### src/hscr_pkg.sv
// Shared types, constants and SHA-256 helper functions for the HMAC-SHA256
// counter-mode random generator. No dependencies.
package hscr_pkg;

	localparam int unsigned MAX_BYTES_DEF = 2048;
	localparam int unsigned CNT_W = 12;
	localparam int unsigned BLOCK_BYTES = 32;
	localparam int unsigned SEED_WORDS = 8;
	localparam int unsigned CFG_ADDR_W = 3;

	localparam logic [7:0] IPAD = 8'h36;
	localparam logic [7:0] OPAD = 8'h5C;

	// Midstate memory entries
	localparam logic MID_INNER = 1'b0;
	localparam logic MID_OUTER = 1'b1;

	typedef logic [31:0]  word_t;
	typedef logic [255:0] word256_t;
	typedef logic [511:0] word512_t;

	typedef struct packed {
		logic busy;
		logic done;
	} core_stat_t;

	localparam word256_t HINIT = {
		32'h6a09e667, 32'hbb67ae85, 32'h3c6ef372, 32'ha54ff53a,
		32'h510e527f, 32'h9b05688c, 32'h1f83d9ab, 32'h5be0cd19};

	localparam word_t K_TAB [64] = '{
		32'h428a2f98, 32'h71374491, 32'hb5c0fbcf, 32'he9b5dba5,
		32'h3956c25b, 32'h59f111f1, 32'h923f82a4, 32'hab1c5ed5,
		32'hd807aa98, 32'h12835b01, 32'h243185be, 32'h550c7dc3,
		32'h72be5d74, 32'h80deb1fe, 32'h9bdc06a7, 32'hc19bf174,
		32'he49b69c1, 32'hefbe4786, 32'h0fc19dc6, 32'h240ca1cc,
		32'h2de92c6f, 32'h4a7484aa, 32'h5cb0a9dc, 32'h76f988da,
		32'h983e5152, 32'ha831c66d, 32'hb00327c8, 32'hbf597fc7,
		32'hc6e00bf3, 32'hd5a79147, 32'h06ca6351, 32'h14292967,
		32'h27b70a85, 32'h2e1b2138, 32'h4d2c6dfc, 32'h53380d13,
		32'h650a7354, 32'h766a0abb, 32'h81c2c92e, 32'h92722c85,
		32'ha2bfe8a1, 32'ha81a664b, 32'hc24b8b70, 32'hc76c51a3,
		32'hd192e819, 32'hd6990624, 32'hf40e3585, 32'h106aa070,
		32'h19a4c116, 32'h1e376c08, 32'h2748774c, 32'h34b0bcb5,
		32'h391c0cb3, 32'h4ed8aa4a, 32'h5b9cca4f, 32'h682e6ff3,
		32'h748f82ee, 32'h78a5636f, 32'h84c87814, 32'h8cc70208,
		32'h90befffa, 32'ha4506ceb, 32'hbef9a3f7, 32'hc67178f2};

	function automatic word_t bsig0(input word_t x);
		return {x[1:0], x[31:2]} ^ {x[12:0], x[31:13]} ^ {x[21:0], x[31:22]};
	endfunction

	function automatic word_t bsig1(input word_t x);
		return {x[5:0], x[31:6]} ^ {x[10:0], x[31:11]} ^ {x[24:0], x[31:25]};
	endfunction

	function automatic word_t ssig0(input word_t x);
		return {x[6:0], x[31:7]} ^ {x[17:0], x[31:18]} ^ {3'b000, x[31:3]};
	endfunction

	function automatic word_t ssig1(input word_t x);
		return {x[16:0], x[31:17]} ^ {x[18:0], x[31:19]} ^ {10'b0, x[31:10]};
	endfunction

endpackage

### src/hscr_if.sv
// Request and result channel interfaces (valid/ready).
// Depends on hscr_pkg.
interface hscr_req_if import hscr_pkg::*; ();
	logic             valid;
	logic             ready;
	logic [CNT_W-1:0] byte_count;

	modport source(output valid, output byte_count, input ready);
	modport sink(input valid, input byte_count, output ready);
endinterface

interface hscr_rsp_if;
	logic        valid;
	logic        ready;
	logic [63:0] digest_word0;
	logic [63:0] digest_word1;
	logic [63:0] digest_word2;
	logic [63:0] digest_word3;
	logic [5:0]  valid_bytes;
	logic        last_block;

	modport source(output valid, output digest_word0, output digest_word1,
		output digest_word2, output digest_word3, output valid_bytes,
		output last_block, input ready);
	modport sink(input valid, input digest_word0, input digest_word1,
		input digest_word2, input digest_word3, input valid_bytes,
		input last_block, output ready);
endinterface

### src/hscr_ram.sv
// Generic single-write, single-read synchronous RAM with registered read.
// No dependencies.
module hscr_ram #(
	parameter int unsigned WIDTH = 32,
	parameter int unsigned DEPTH = 2
) (
	input  logic                     clk,
	input  logic                     we,
	input  logic [$clog2(DEPTH)-1:0] waddr,
	input  logic [WIDTH-1:0]         wdata,
	input  logic [$clog2(DEPTH)-1:0] raddr,
	output logic [WIDTH-1:0]         rdata
);
	logic [WIDTH-1:0] mem_q [DEPTH];

	always_ff @(posedge clk) begin
		if (we) begin
			mem_q[waddr] <= wdata;
		end
		rdata <= mem_q[raddr];
	end
endmodule

### src/hscr_core.sv
// SHA-256 compression unit: one round per cycle, rolling 16-word schedule.
// Depends on hscr_pkg.
module hscr_core import hscr_pkg::*; (
	input  logic       clk,
	input  logic       arst_n,
	input  logic       start,
	input  word256_t   init_state,
	input  word512_t   block,
	output word256_t   digest,
	output core_stat_t stat
);
	word_t    st_q [8];
	word_t    w_q [16];
	word256_t init_q;
	word256_t digest_q;
	logic [5:0] cnt_q;
	logic run_q, fin_q, done_q;

	word_t t1, t2, w_new;

	always_comb begin
		t1 = st_q[7] + bsig1(st_q[4]) + ((st_q[4] & st_q[5]) ^ (~st_q[4] & st_q[6]))
			+ K_TAB[cnt_q] + w_q[0];
		t2 = bsig0(st_q[0]) + ((st_q[0] & st_q[1]) ^ (st_q[0] & st_q[2])
			^ (st_q[1] & st_q[2]));
		w_new = w_q[0] + ssig0(w_q[1]) + w_q[9] + ssig1(w_q[14]);
	end

	always_ff @(posedge clk or negedge arst_n) begin
		if (!arst_n) begin
			run_q  <= 1'b0;
			fin_q  <= 1'b0;
			done_q <= 1'b0;
			cnt_q  <= '0;
		end else begin
			done_q <= fin_q;
			fin_q  <= run_q && (cnt_q == 6'd63);
			if (start) begin
				run_q <= 1'b1;
				cnt_q <= '0;
			end else if (run_q) begin
				cnt_q <= cnt_q + 6'd1;
				if (cnt_q == 6'd63) begin
					run_q <= 1'b0;
				end
			end
		end
	end

	always_ff @(posedge clk) begin
		if (start) begin
			init_q <= init_state;
			for (int i = 0; i < 8; i++) begin
				st_q[i] <= init_state[255-32*i -: 32];
			end
			for (int j = 0; j < 16; j++) begin
				w_q[j] <= block[511-32*j -: 32];
			end
		end else if (run_q) begin
			st_q[0] <= t1 + t2;
			st_q[1] <= st_q[0];
			st_q[2] <= st_q[1];
			st_q[3] <= st_q[2];
			st_q[4] <= st_q[3] + t1;
			st_q[5] <= st_q[4];
			st_q[6] <= st_q[5];
			st_q[7] <= st_q[6];
			for (int j = 0; j < 15; j++) begin
				w_q[j] <= w_q[j+1];
			end
			w_q[15] <= w_new;
		end
		if (fin_q) begin
			for (int i = 0; i < 8; i++) begin
				digest_q[255-32*i -: 32] <= init_q[255-32*i -: 32] + st_q[i];
			end
		end
	end

	assign digest    = digest_q;
	assign stat.busy = run_q | fin_q;
	assign stat.done = done_q;
endmodule

### src/hmac_sha256_counter_random_top.sv
// Top level: HMAC-SHA256 counter-mode random generator, request sequencer.
// Depends on hscr_pkg, hscr_if, hscr_ram, hscr_core.
//
// Channel  Dir  Fields
// req      in   byte_count
// rsp      out  digest_word0..3, valid_bytes, last_block
// cfg      in   cfg_we, cfg_addr, cfg_wdata (seed words 0..7)
//
// Each 32-byte block takes two compressions in the round unit, one midstate
// memory read before each, and a load of the result register.
// After reset or a seed write, the first request also recomputes the inner
// and outer key midstates into the midstate memory.
// One request at a time; the result register lets the next block start
// while a finished block waits for rsp.ready.
module hmac_sha256_counter_random_top import hscr_pkg::*; #(
	parameter int unsigned MAX_BYTES = MAX_BYTES_DEF
) (
	input  logic                  clk,
	input  logic                  arst_n,
	hscr_req_if.sink              req,
	hscr_rsp_if.source            rsp,
	input  logic                  cfg_we,
	input  logic [CFG_ADDR_W-1:0] cfg_addr,
	input  logic [63:0]           cfg_wdata
);
	typedef enum logic [7:0] {
		ST_IDLE  = 8'b0000_0001,
		ST_PRE_I = 8'b0000_0010,
		ST_PRE_O = 8'b0000_0100,
		ST_RD_I  = 8'b0000_1000,
		ST_INNER = 8'b0001_0000,
		ST_RD_O  = 8'b0010_0000,
		ST_OUTER = 8'b0100_0000,
		ST_EMIT  = 8'b1000_0000
	} state_t;

	localparam logic [CNT_W-1:0] MAX_LIM = CNT_W'(MAX_BYTES);
	localparam logic [CNT_W-1:0] BLK_LIM = CNT_W'(BLOCK_BYTES);

	state_t state_q;
	logic [63:0] seed_q [SEED_WORDS];
	logic        dirty_q;
	logic [63:0] ctr_q;
	logic [CNT_W-1:0] rem_q;
	logic        start_q;
	word256_t    inner_q;
	logic        out_v_q;
	word256_t    out_dig_q;
	logic [5:0]  out_vb_q;
	logic        out_last_q;

	word512_t   key_blk, core_blk, seed_cat;
	word256_t   core_init, core_dig, mid_rdata;
	core_stat_t core_st;
	logic       ram_we, ram_raddr, emit_go, req_go;
	logic [CNT_W-1:0] req_bytes, take, rem_nxt;

	always_comb begin
		for (int i = 0; i < SEED_WORDS; i++) begin
			seed_cat[511-64*i -: 64] = seed_q[i];
		end
	end

	always_comb begin
		key_blk   = seed_cat ^ {64{IPAD}};
		core_blk  = key_blk;
		core_init = HINIT;
		case (state_q)
			ST_PRE_O: key_blk = seed_cat ^ {64{OPAD}};
			default: ;
		endcase
		case (state_q)
			ST_PRE_I, ST_PRE_O: begin
				core_blk  = key_blk;
				core_init = HINIT;
			end
			ST_INNER: begin
				// counter as eight little-endian bytes, padding, length 72 bytes
				core_blk = {ctr_q[7:0], ctr_q[15:8], ctr_q[23:16], ctr_q[31:24],
					ctr_q[39:32], ctr_q[47:40], ctr_q[55:48], ctr_q[63:56],
					32'h8000_0000, 384'b0, 32'h0000_0240};
				core_init = mid_rdata;
			end
			ST_OUTER: begin
				core_blk  = {inner_q, 32'h8000_0000, 192'b0, 32'h0000_0300};
				core_init = mid_rdata;
			end
			default: ;
		endcase
	end

	assign req_bytes = (req.byte_count > MAX_LIM) ? MAX_LIM : req.byte_count;
	assign take      = (rem_q > BLK_LIM) ? BLK_LIM : rem_q;
	assign rem_nxt   = rem_q - take;
	assign req_go    = req.valid && req.ready;
	assign emit_go   = (state_q == ST_EMIT) && (!out_v_q || rsp.ready);
	assign ram_we    = core_st.done && ((state_q == ST_PRE_I) || (state_q == ST_PRE_O));
	assign ram_raddr = (state_q == ST_RD_O) ? MID_OUTER : MID_INNER;

	hscr_ram #(.WIDTH(256), .DEPTH(2)) u_mid (
		.clk   (clk),
		.we    (ram_we),
		.waddr ((state_q == ST_PRE_O) ? MID_OUTER : MID_INNER),
		.wdata (core_dig),
		.raddr (ram_raddr),
		.rdata (mid_rdata)
	);

	hscr_core u_core (
		.clk        (clk),
		.arst_n     (arst_n),
		.start      (start_q),
		.init_state (core_init),
		.block      (core_blk),
		.digest     (core_dig),
		.stat       (core_st)
	);

	always_ff @(posedge clk or negedge arst_n) begin
		if (!arst_n) begin
			state_q <= ST_IDLE;
			dirty_q <= 1'b1;
			ctr_q   <= '0;
			rem_q   <= '0;
			start_q <= 1'b0;
			out_v_q <= 1'b0;
			for (int i = 0; i < SEED_WORDS; i++) begin
				seed_q[i] <= '0;
			end
		end else begin
			start_q <= 1'b0;
			if (cfg_we) begin
				seed_q[cfg_addr] <= cfg_wdata;
				dirty_q <= 1'b1;
			end
			if (rsp.valid && rsp.ready) begin
				out_v_q <= 1'b0;
			end
			case (state_q)
				ST_IDLE: begin
					if (req_go && (req_bytes != '0)) begin
						rem_q <= req_bytes;
						if (dirty_q) begin
							state_q <= ST_PRE_I;
							start_q <= 1'b1;
						end else begin
							state_q <= ST_RD_I;
						end
					end
				end
				ST_PRE_I: begin
					if (core_st.done) begin
						state_q <= ST_PRE_O;
						start_q <= 1'b1;
					end
				end
				ST_PRE_O: begin
					if (core_st.done) begin
						state_q <= ST_RD_I;
						dirty_q <= 1'b0;
					end
				end
				ST_RD_I: begin
					state_q <= ST_INNER;
					start_q <= 1'b1;
				end
				ST_INNER: begin
					if (core_st.done) begin
						state_q <= ST_RD_O;
					end
				end
				ST_RD_O: begin
					state_q <= ST_OUTER;
					start_q <= 1'b1;
				end
				ST_OUTER: begin
					if (core_st.done) begin
						state_q <= ST_EMIT;
					end
				end
				ST_EMIT: begin
					if (emit_go) begin
						out_v_q <= 1'b1;
						ctr_q   <= ctr_q + 64'd1;
						rem_q   <= rem_nxt;
						state_q <= (rem_nxt == '0) ? ST_IDLE : ST_RD_I;
					end
				end
				default: state_q <= ST_IDLE;
			endcase
		end
	end

	always_ff @(posedge clk) begin
		if (state_q == ST_INNER && core_st.done) begin
			inner_q <= core_dig;
		end
		if (emit_go) begin
			out_dig_q  <= core_dig;
			out_vb_q   <= take[5:0];
			out_last_q <= (rem_nxt == '0);
		end
	end

	assign req.ready        = (state_q == ST_IDLE);
	assign rsp.valid        = out_v_q;
	assign rsp.digest_word0 = out_dig_q[255:192];
	assign rsp.digest_word1 = out_dig_q[191:128];
	assign rsp.digest_word2 = out_dig_q[127:64];
	assign rsp.digest_word3 = out_dig_q[63:0];
	assign rsp.valid_bytes  = out_vb_q;
	assign rsp.last_block   = out_last_q;

	a_start_idle: assert property (@(posedge clk) disable iff (!arst_n)
		start_q |-> !core_st.busy)
		else $error("round unit started while busy");

	a_emit_rem: assert property (@(posedge clk) disable iff (!arst_n)
		emit_go |-> (rem_q != '0))
		else $error("block emitted with no bytes remaining");

	a_req_leaves_idle: assert property (@(posedge clk) disable iff (!arst_n)
		(req_go && (req.byte_count != '0)) |=> (state_q != ST_IDLE))
		else $error("nonzero request did not start");

	a_ctr_step: assert property (@(posedge clk) disable iff (!arst_n)
		emit_go |=> (ctr_q == $past(ctr_q) + 64'd1))
		else $error("block counter did not advance by one");
endmodule
### src/flat_wrapper.sv
// flat-port wrapper written by rule: the top's interface ports become plain ports
module hmac_sha256_counter_random_top_flat import hscr_pkg::*;
#(
	parameter int unsigned MAX_BYTES = MAX_BYTES_DEF
)
  (clk, arst_n, cfg_we, cfg_addr, cfg_wdata, req_valid, req_byte_count, req_ready, rsp_valid, rsp_digest_word0, rsp_digest_word1, rsp_digest_word2, rsp_digest_word3, rsp_valid_bytes, rsp_last_block, rsp_ready);
  hscr_req_if req_i ();
  hscr_rsp_if rsp_i ();
  input  logic clk;
  input  logic arst_n;
  input  logic cfg_we;
  input  logic [CFG_ADDR_W-1:0] cfg_addr;
  input  logic [63:0] cfg_wdata;
  input wire logic [$bits(req_i.valid)-1:0] req_valid;
  input wire logic [$bits(req_i.byte_count)-1:0] req_byte_count;
  output wire logic [$bits(req_i.ready)-1:0] req_ready;
  output wire logic [$bits(rsp_i.valid)-1:0] rsp_valid;
  output wire logic [$bits(rsp_i.digest_word0)-1:0] rsp_digest_word0;
  output wire logic [$bits(rsp_i.digest_word1)-1:0] rsp_digest_word1;
  output wire logic [$bits(rsp_i.digest_word2)-1:0] rsp_digest_word2;
  output wire logic [$bits(rsp_i.digest_word3)-1:0] rsp_digest_word3;
  output wire logic [$bits(rsp_i.valid_bytes)-1:0] rsp_valid_bytes;
  output wire logic [$bits(rsp_i.last_block)-1:0] rsp_last_block;
  input wire logic [$bits(rsp_i.ready)-1:0] rsp_ready;
  assign req_i.valid = req_valid;
  assign req_i.byte_count = req_byte_count;
  assign req_ready = req_i.ready;
  assign rsp_valid = rsp_i.valid;
  assign rsp_digest_word0 = rsp_i.digest_word0;
  assign rsp_digest_word1 = rsp_i.digest_word1;
  assign rsp_digest_word2 = rsp_i.digest_word2;
  assign rsp_digest_word3 = rsp_i.digest_word3;
  assign rsp_valid_bytes = rsp_i.valid_bytes;
  assign rsp_last_block = rsp_i.last_block;
  assign rsp_i.ready = rsp_ready;
  hmac_sha256_counter_random_top #(.MAX_BYTES(MAX_BYTES)) u_core (.clk(clk), .arst_n(arst_n), .req(req_i), .rsp(rsp_i), .cfg_we(cfg_we), .cfg_addr(cfg_addr), .cfg_wdata(cfg_wdata));
endmodule
### config.mk
export PLATFORM = sky130hd
export DESIGN_NAME = hmac_sha256_counter_random_top_flat
export DESIGN_NICKNAME = d
export VERILOG_FILES = /design/src/hscr_pkg.sv /design/src/hscr_if.sv /design/src/hscr_ram.sv /design/src/hscr_core.sv /design/src/hmac_sha256_counter_random_top.sv /design/src/flat_wrapper.sv
export SDC_FILE = /design/constraint.sdc
export NUM_CORES = 2
export LEC_CHECK = 0
export BUFFER_PORTS_ARGS = -buffer_cell sky130_fd_sc_hd__buf_4
export CORE_MARGIN = 4
export CORE_UTILIZATION = 52
export DETAILED_ROUTE_END_ITERATION = 10
export PLACE_DENSITY = 0.7
export SLEW_MARGIN = 20
export SYNTH_ARGS = -nofsm -noshare
export SYNTH_HDL_FRONTEND = slang
export SYNTH_SLANG_ARGS = --single-unit
### constraint.sdc
create_clock -name clk -period 73.1 [get_ports clk]
set_clock_uncertainty 0.1 [all_clocks]
set_input_delay 7.31 -clock clk [delete_from_list [all_inputs] [get_ports clk]]
set_output_delay 7.31 -clock clk [all_outputs]
set_load 0.01 [all_outputs]
==> run summary <==
Once detail routing completed, the nets flagged for antenna violations numbered 0. The wire length per cell after detailed routing is approximately 35 um. The number of ports placed on the die boundary came out at ~350. The die boundary height is 534 um. The most frequent cell after synthesis is sky130_fd_sc_hd__edfxtp_1.

The launch point of the critical path is u_core.u_core.cnt_q[1]. The iteration count of the initial detailed-routing pass came out at 6. The number of cell rows is 192. The number of remaining DRC errors is 0. The peak per-stage delay on the critical path came out at 1.00 ns. The flow ran to the end, and the final reports show no timing, DRC or antenna violations. The post-cts repair resize count came out at 0. The number of buffers created by CTS came out at around 330. The number of maximum-capacitance constraint violations came out at 0. The initial standard-cell utilization of the core is 0.524. In this run the critical register-to-register path is launched from u_core.u_core.cnt_q[1].

The portion of synthesized cell area occupied by the leading cell type is 0.482. The half-perimeter wire length after detailed placement came out at 377,000 um. The cell sitting at the root of the clock tree is a sky130_fd_sc_hd__clkbuf_16. The post-layout instance count excluding filler cells came out at roughly 15k. The initial antenna violation count is 67.

After clock tree synthesis, the clock-pin slew on the worst setup and hold paths is 0.06 ns. The critical path data arrival time is ~11 ns. Averaged over all synthesized cells, the footprint is about 14 um^2. The count of flip-flops with a built-in enable after synthesis is around 2.3k. The maximum fanout along the worst path came out at 22. The via total after detailed routing is around 94k.

In this design, the critical path's most frequently occurring cell is sky130_fd_sc_hd__fa_1. The total setup buffers inserted after CTS came out at 0. The highest clock frequency the design can meet came out at 92.8 MHz. The area of the core came out at between 200,000 and 300,000 um^2. The final weighted congestion in routability-driven placement is roughly 1. The routed design could run at a clock period as short as 10.78 ns.

The post-detailed-route via-to-cell ratio is 6.31. The deepest clock path buffer count is 4. The most used flip-flop cell after synthesis is sky130_fd_sc_hd__edfxtp_1. The share of post-route cells with drive strength above 1 came out at 0.187. The setup path with the least slack is of type flop to flop.

The clock drives ~3.2k sinks. In the finished design, the share of the clock period the worst path needs comes to 0.147. The number of violations reported at the end of detailed-routing iteration 0 came out at roughly 12k.

In this run the number of H-tree levels came out at 5. Of the synthesized area, sequential elements account for 0.624. In the synthesized netlist, the number of instances is 10.7k. The netlist area before placement came out at roughly 140,000 um^2. The required time reported for the critical path endpoint is ~74 ns. The number of register bits inferred by synthesis came out at roughly 3.2k. In this run the critical register-to-register path is captured at u_core.u_core.st_q[0][31]. For the pin with the worst max-slew slack, the measured transition is about 1.2 ns. The async set or reset register ratio after synthesis came out at 0.191. The via count of the first global-routing pass came out at about 90k.

The category of the worst setup path capture point is a flop. The number of pins with negative max-slew slack in the final report came out at 0. The wire length of the first global-routing pass is 723,000 um. The biggest area contributor in the post-synthesis netlist is sky130_fd_sc_hd__edfxtp_1. The worst hold path depth is 1.

The yosys synthesis warning count is 0. The number of buffers added to fix hold violations after cts is 0. In this run the tightest slew margin relative to its limit is 0.231. The synthesized netlist contains approximately 110 unique library cells. The worst hold path terminates at u_core.u_mid.rdata[131].

Entering global routing, the biggest net connects 163 pins. The count of nets after finishing is 11.6k. The overall overflow remaining after global route came out at 0. TritonCTS built the clock tree.

The floorplan die area is about 290,000 um^2. The layout has 21.5k filler cells. The cell with the largest stage delay on the worst path is sky130_fd_sc_hd__ha_1. The total setup violations reported at the end of the flow came out at 0. For the worst-skew pair, the clock arrives at the later sink with an insertion delay of ~0.95 ns. The worst hold-check path type is flop to flop. The summed negative setup slack over all endpoints came out at 0 ns. After detailed routing, the total wire length is 529,000 um. Once placement completed, the tool counted placed cells totaling 14.3k. By area the synthesized netlist is led by sky130_fd_sc_hd__edfxtp_1 48%, sky130_fd_sc_hd__dfrtp_1 11%, sky130_fd_sc_hd__mux2_2 7.7%. The startpoint identified for the worst hold timing path is u_core.u_mid.mem_q[1][131].

In the global route stage, overall resource usage came out at 0.363. The x dimension of the die is around 530 um. Setup slack on the worst reg-to-reg path comes out at 62.32 ns. The cell count of the worst reg-to-reg path came out at 37. After synthesis, the most frequently instantiated cells are 2,311 x sky130_fd_sc_hd__edfxtp_1, 986 x sky130_fd_sc_hd__mux2_2, 825 x sky130_fd_sc_hd__nor2_1. The number of nets in the synthesized netlist is 11.3k. The number of hold violations in the final report came out at 0. The layout overhead on the synthesized area came out at 12.5%.

The worst setup path is launched from a flop. Setup repair after global routing left no endpoint under its margin. The number of input and output port buffers inserted came out at 348.
-- cell type report --
type	instances	area, um^2	share of cell area
Antenna cell	35	87.6	0.000541
Tap cell	3686	4610	0.0285
Clock inverter	163	2150	0.0133
Multi-Input combinational cell	6617	51100	0.316
Timing Repair Buffer	487	3800	0.0235
Clock buffer	450	9060	0.0560
Sequential cell	3175	89800	0.555
Inverter	352	1330	0.00824
-- placed cells by master (no fill, tap or decap), types with 152 or more instances in the layout --
cell,synthesis,routed
sky130_fd_sc_hd__edfxtp_1,2311,2311
sky130_fd_sc_hd__mux2_2,986,986
sky130_fd_sc_hd__nor2_1,825,821
sky130_fd_sc_hd__a21oi_1,712,712
sky130_fd_sc_hd__xnor2_1,602,602
sky130_fd_sc_hd__dfrtp_1,606,601
sky130_fd_sc_hd__nand2_1,506,503
sky130_fd_sc_hd__buf_4,0,475
sky130_fd_sc_hd__ha_1,392,392
sky130_fd_sc_hd__o21ai_0,357,357
sky130_fd_sc_hd__inv_1,346,346
sky130_fd_sc_hd__clkbuf_16,0,330
sky130_fd_sc_hd__dfxtp_1,256,256
sky130_fd_sc_hd__a21o_1,205,205
sky130_fd_sc_hd__fa_1,195,195
sky130_fd_sc_hd__nand2b_1,191,191
sky130_fd_sc_hd__xor2_1,175,175
sky130_fd_sc_hd__a221oi_1,152,152
-- worst max-delay path: cells and delay by family, from the launching register on --
| kind | cells | cell delay [ns] |
|---|---|---|
| buffers and inverters | 6 | 1.10 |
| AOI/OAI and AO/OA | 13 | 2.88 |
| adders and majority gates | 8 | 4.03 |
| and+or+nand+nor | 8 | 1.50 |
| xor gates and xnor gates | 2 | 0.59 |
| DFF | 1 | 0.32 |
-- worst max-delay path by stage --
stage                                     end  slack, ns
floorplan            u_core.u_core.st_q[0][0]      48.32
global placement    u_core.u_core.st_q[0][31]      62.40
detailed placement       u_core.seed_cat[121]      62.43
CTS                 u_core.u_core.st_q[0][31]      62.49
global route        u_core.u_core.st_q[0][31]      61.84
finish              u_core.u_core.st_q[0][31]      62.32
-- cells by family after synthesis --
group	count (synthesis)	synth area share
xor+xnor	779	0.0476
compound gates	2127	0.0974
fa+ha+maj	590	0.0614
flops	3175	0.624
mux	1010	0.0793
other cells	1	0.0000261
simple gates	2110	0.0683
buf+inv	863	0.0226
-- per-layer routing --
| layer | share of wire | track usage | up-vias |
|---|---|---|---|
| met5 | 0.00029 | 0 | - |
| met4 | 0.054 | 0.168 | 24 |
| met3 | 0.094 | 0.0790 | 925 |
| met2 | 0.44 | 0.544 | 4971 |
| met1 | 0.41 | 0.509 | 48900 |
| li1 | - | - | 39700 |
-- stage by stage --
stage | cell area (um^2) | util | hold WS, ns | setup slack, ns
2_1_floorplan | 144000 | - | 0.346 | 48.32
3_3_place_gp | 151000 | 0.548 | 0.350 | 62.40
3_5_place_dp | 151000 | 0.548 | 0.354 | 62.43
4_1_cts | 162000 | 0.589 | 0.336 | 62.49
5_1_grt | 162000 | 0.589 | 0.368 | 61.84
6_report | 162000 | 0.589 | 0.345 | 62.32
Power is not shown: default switching activity piles up to over one toggle a cycle in this logic, so the estimate is an artifact.
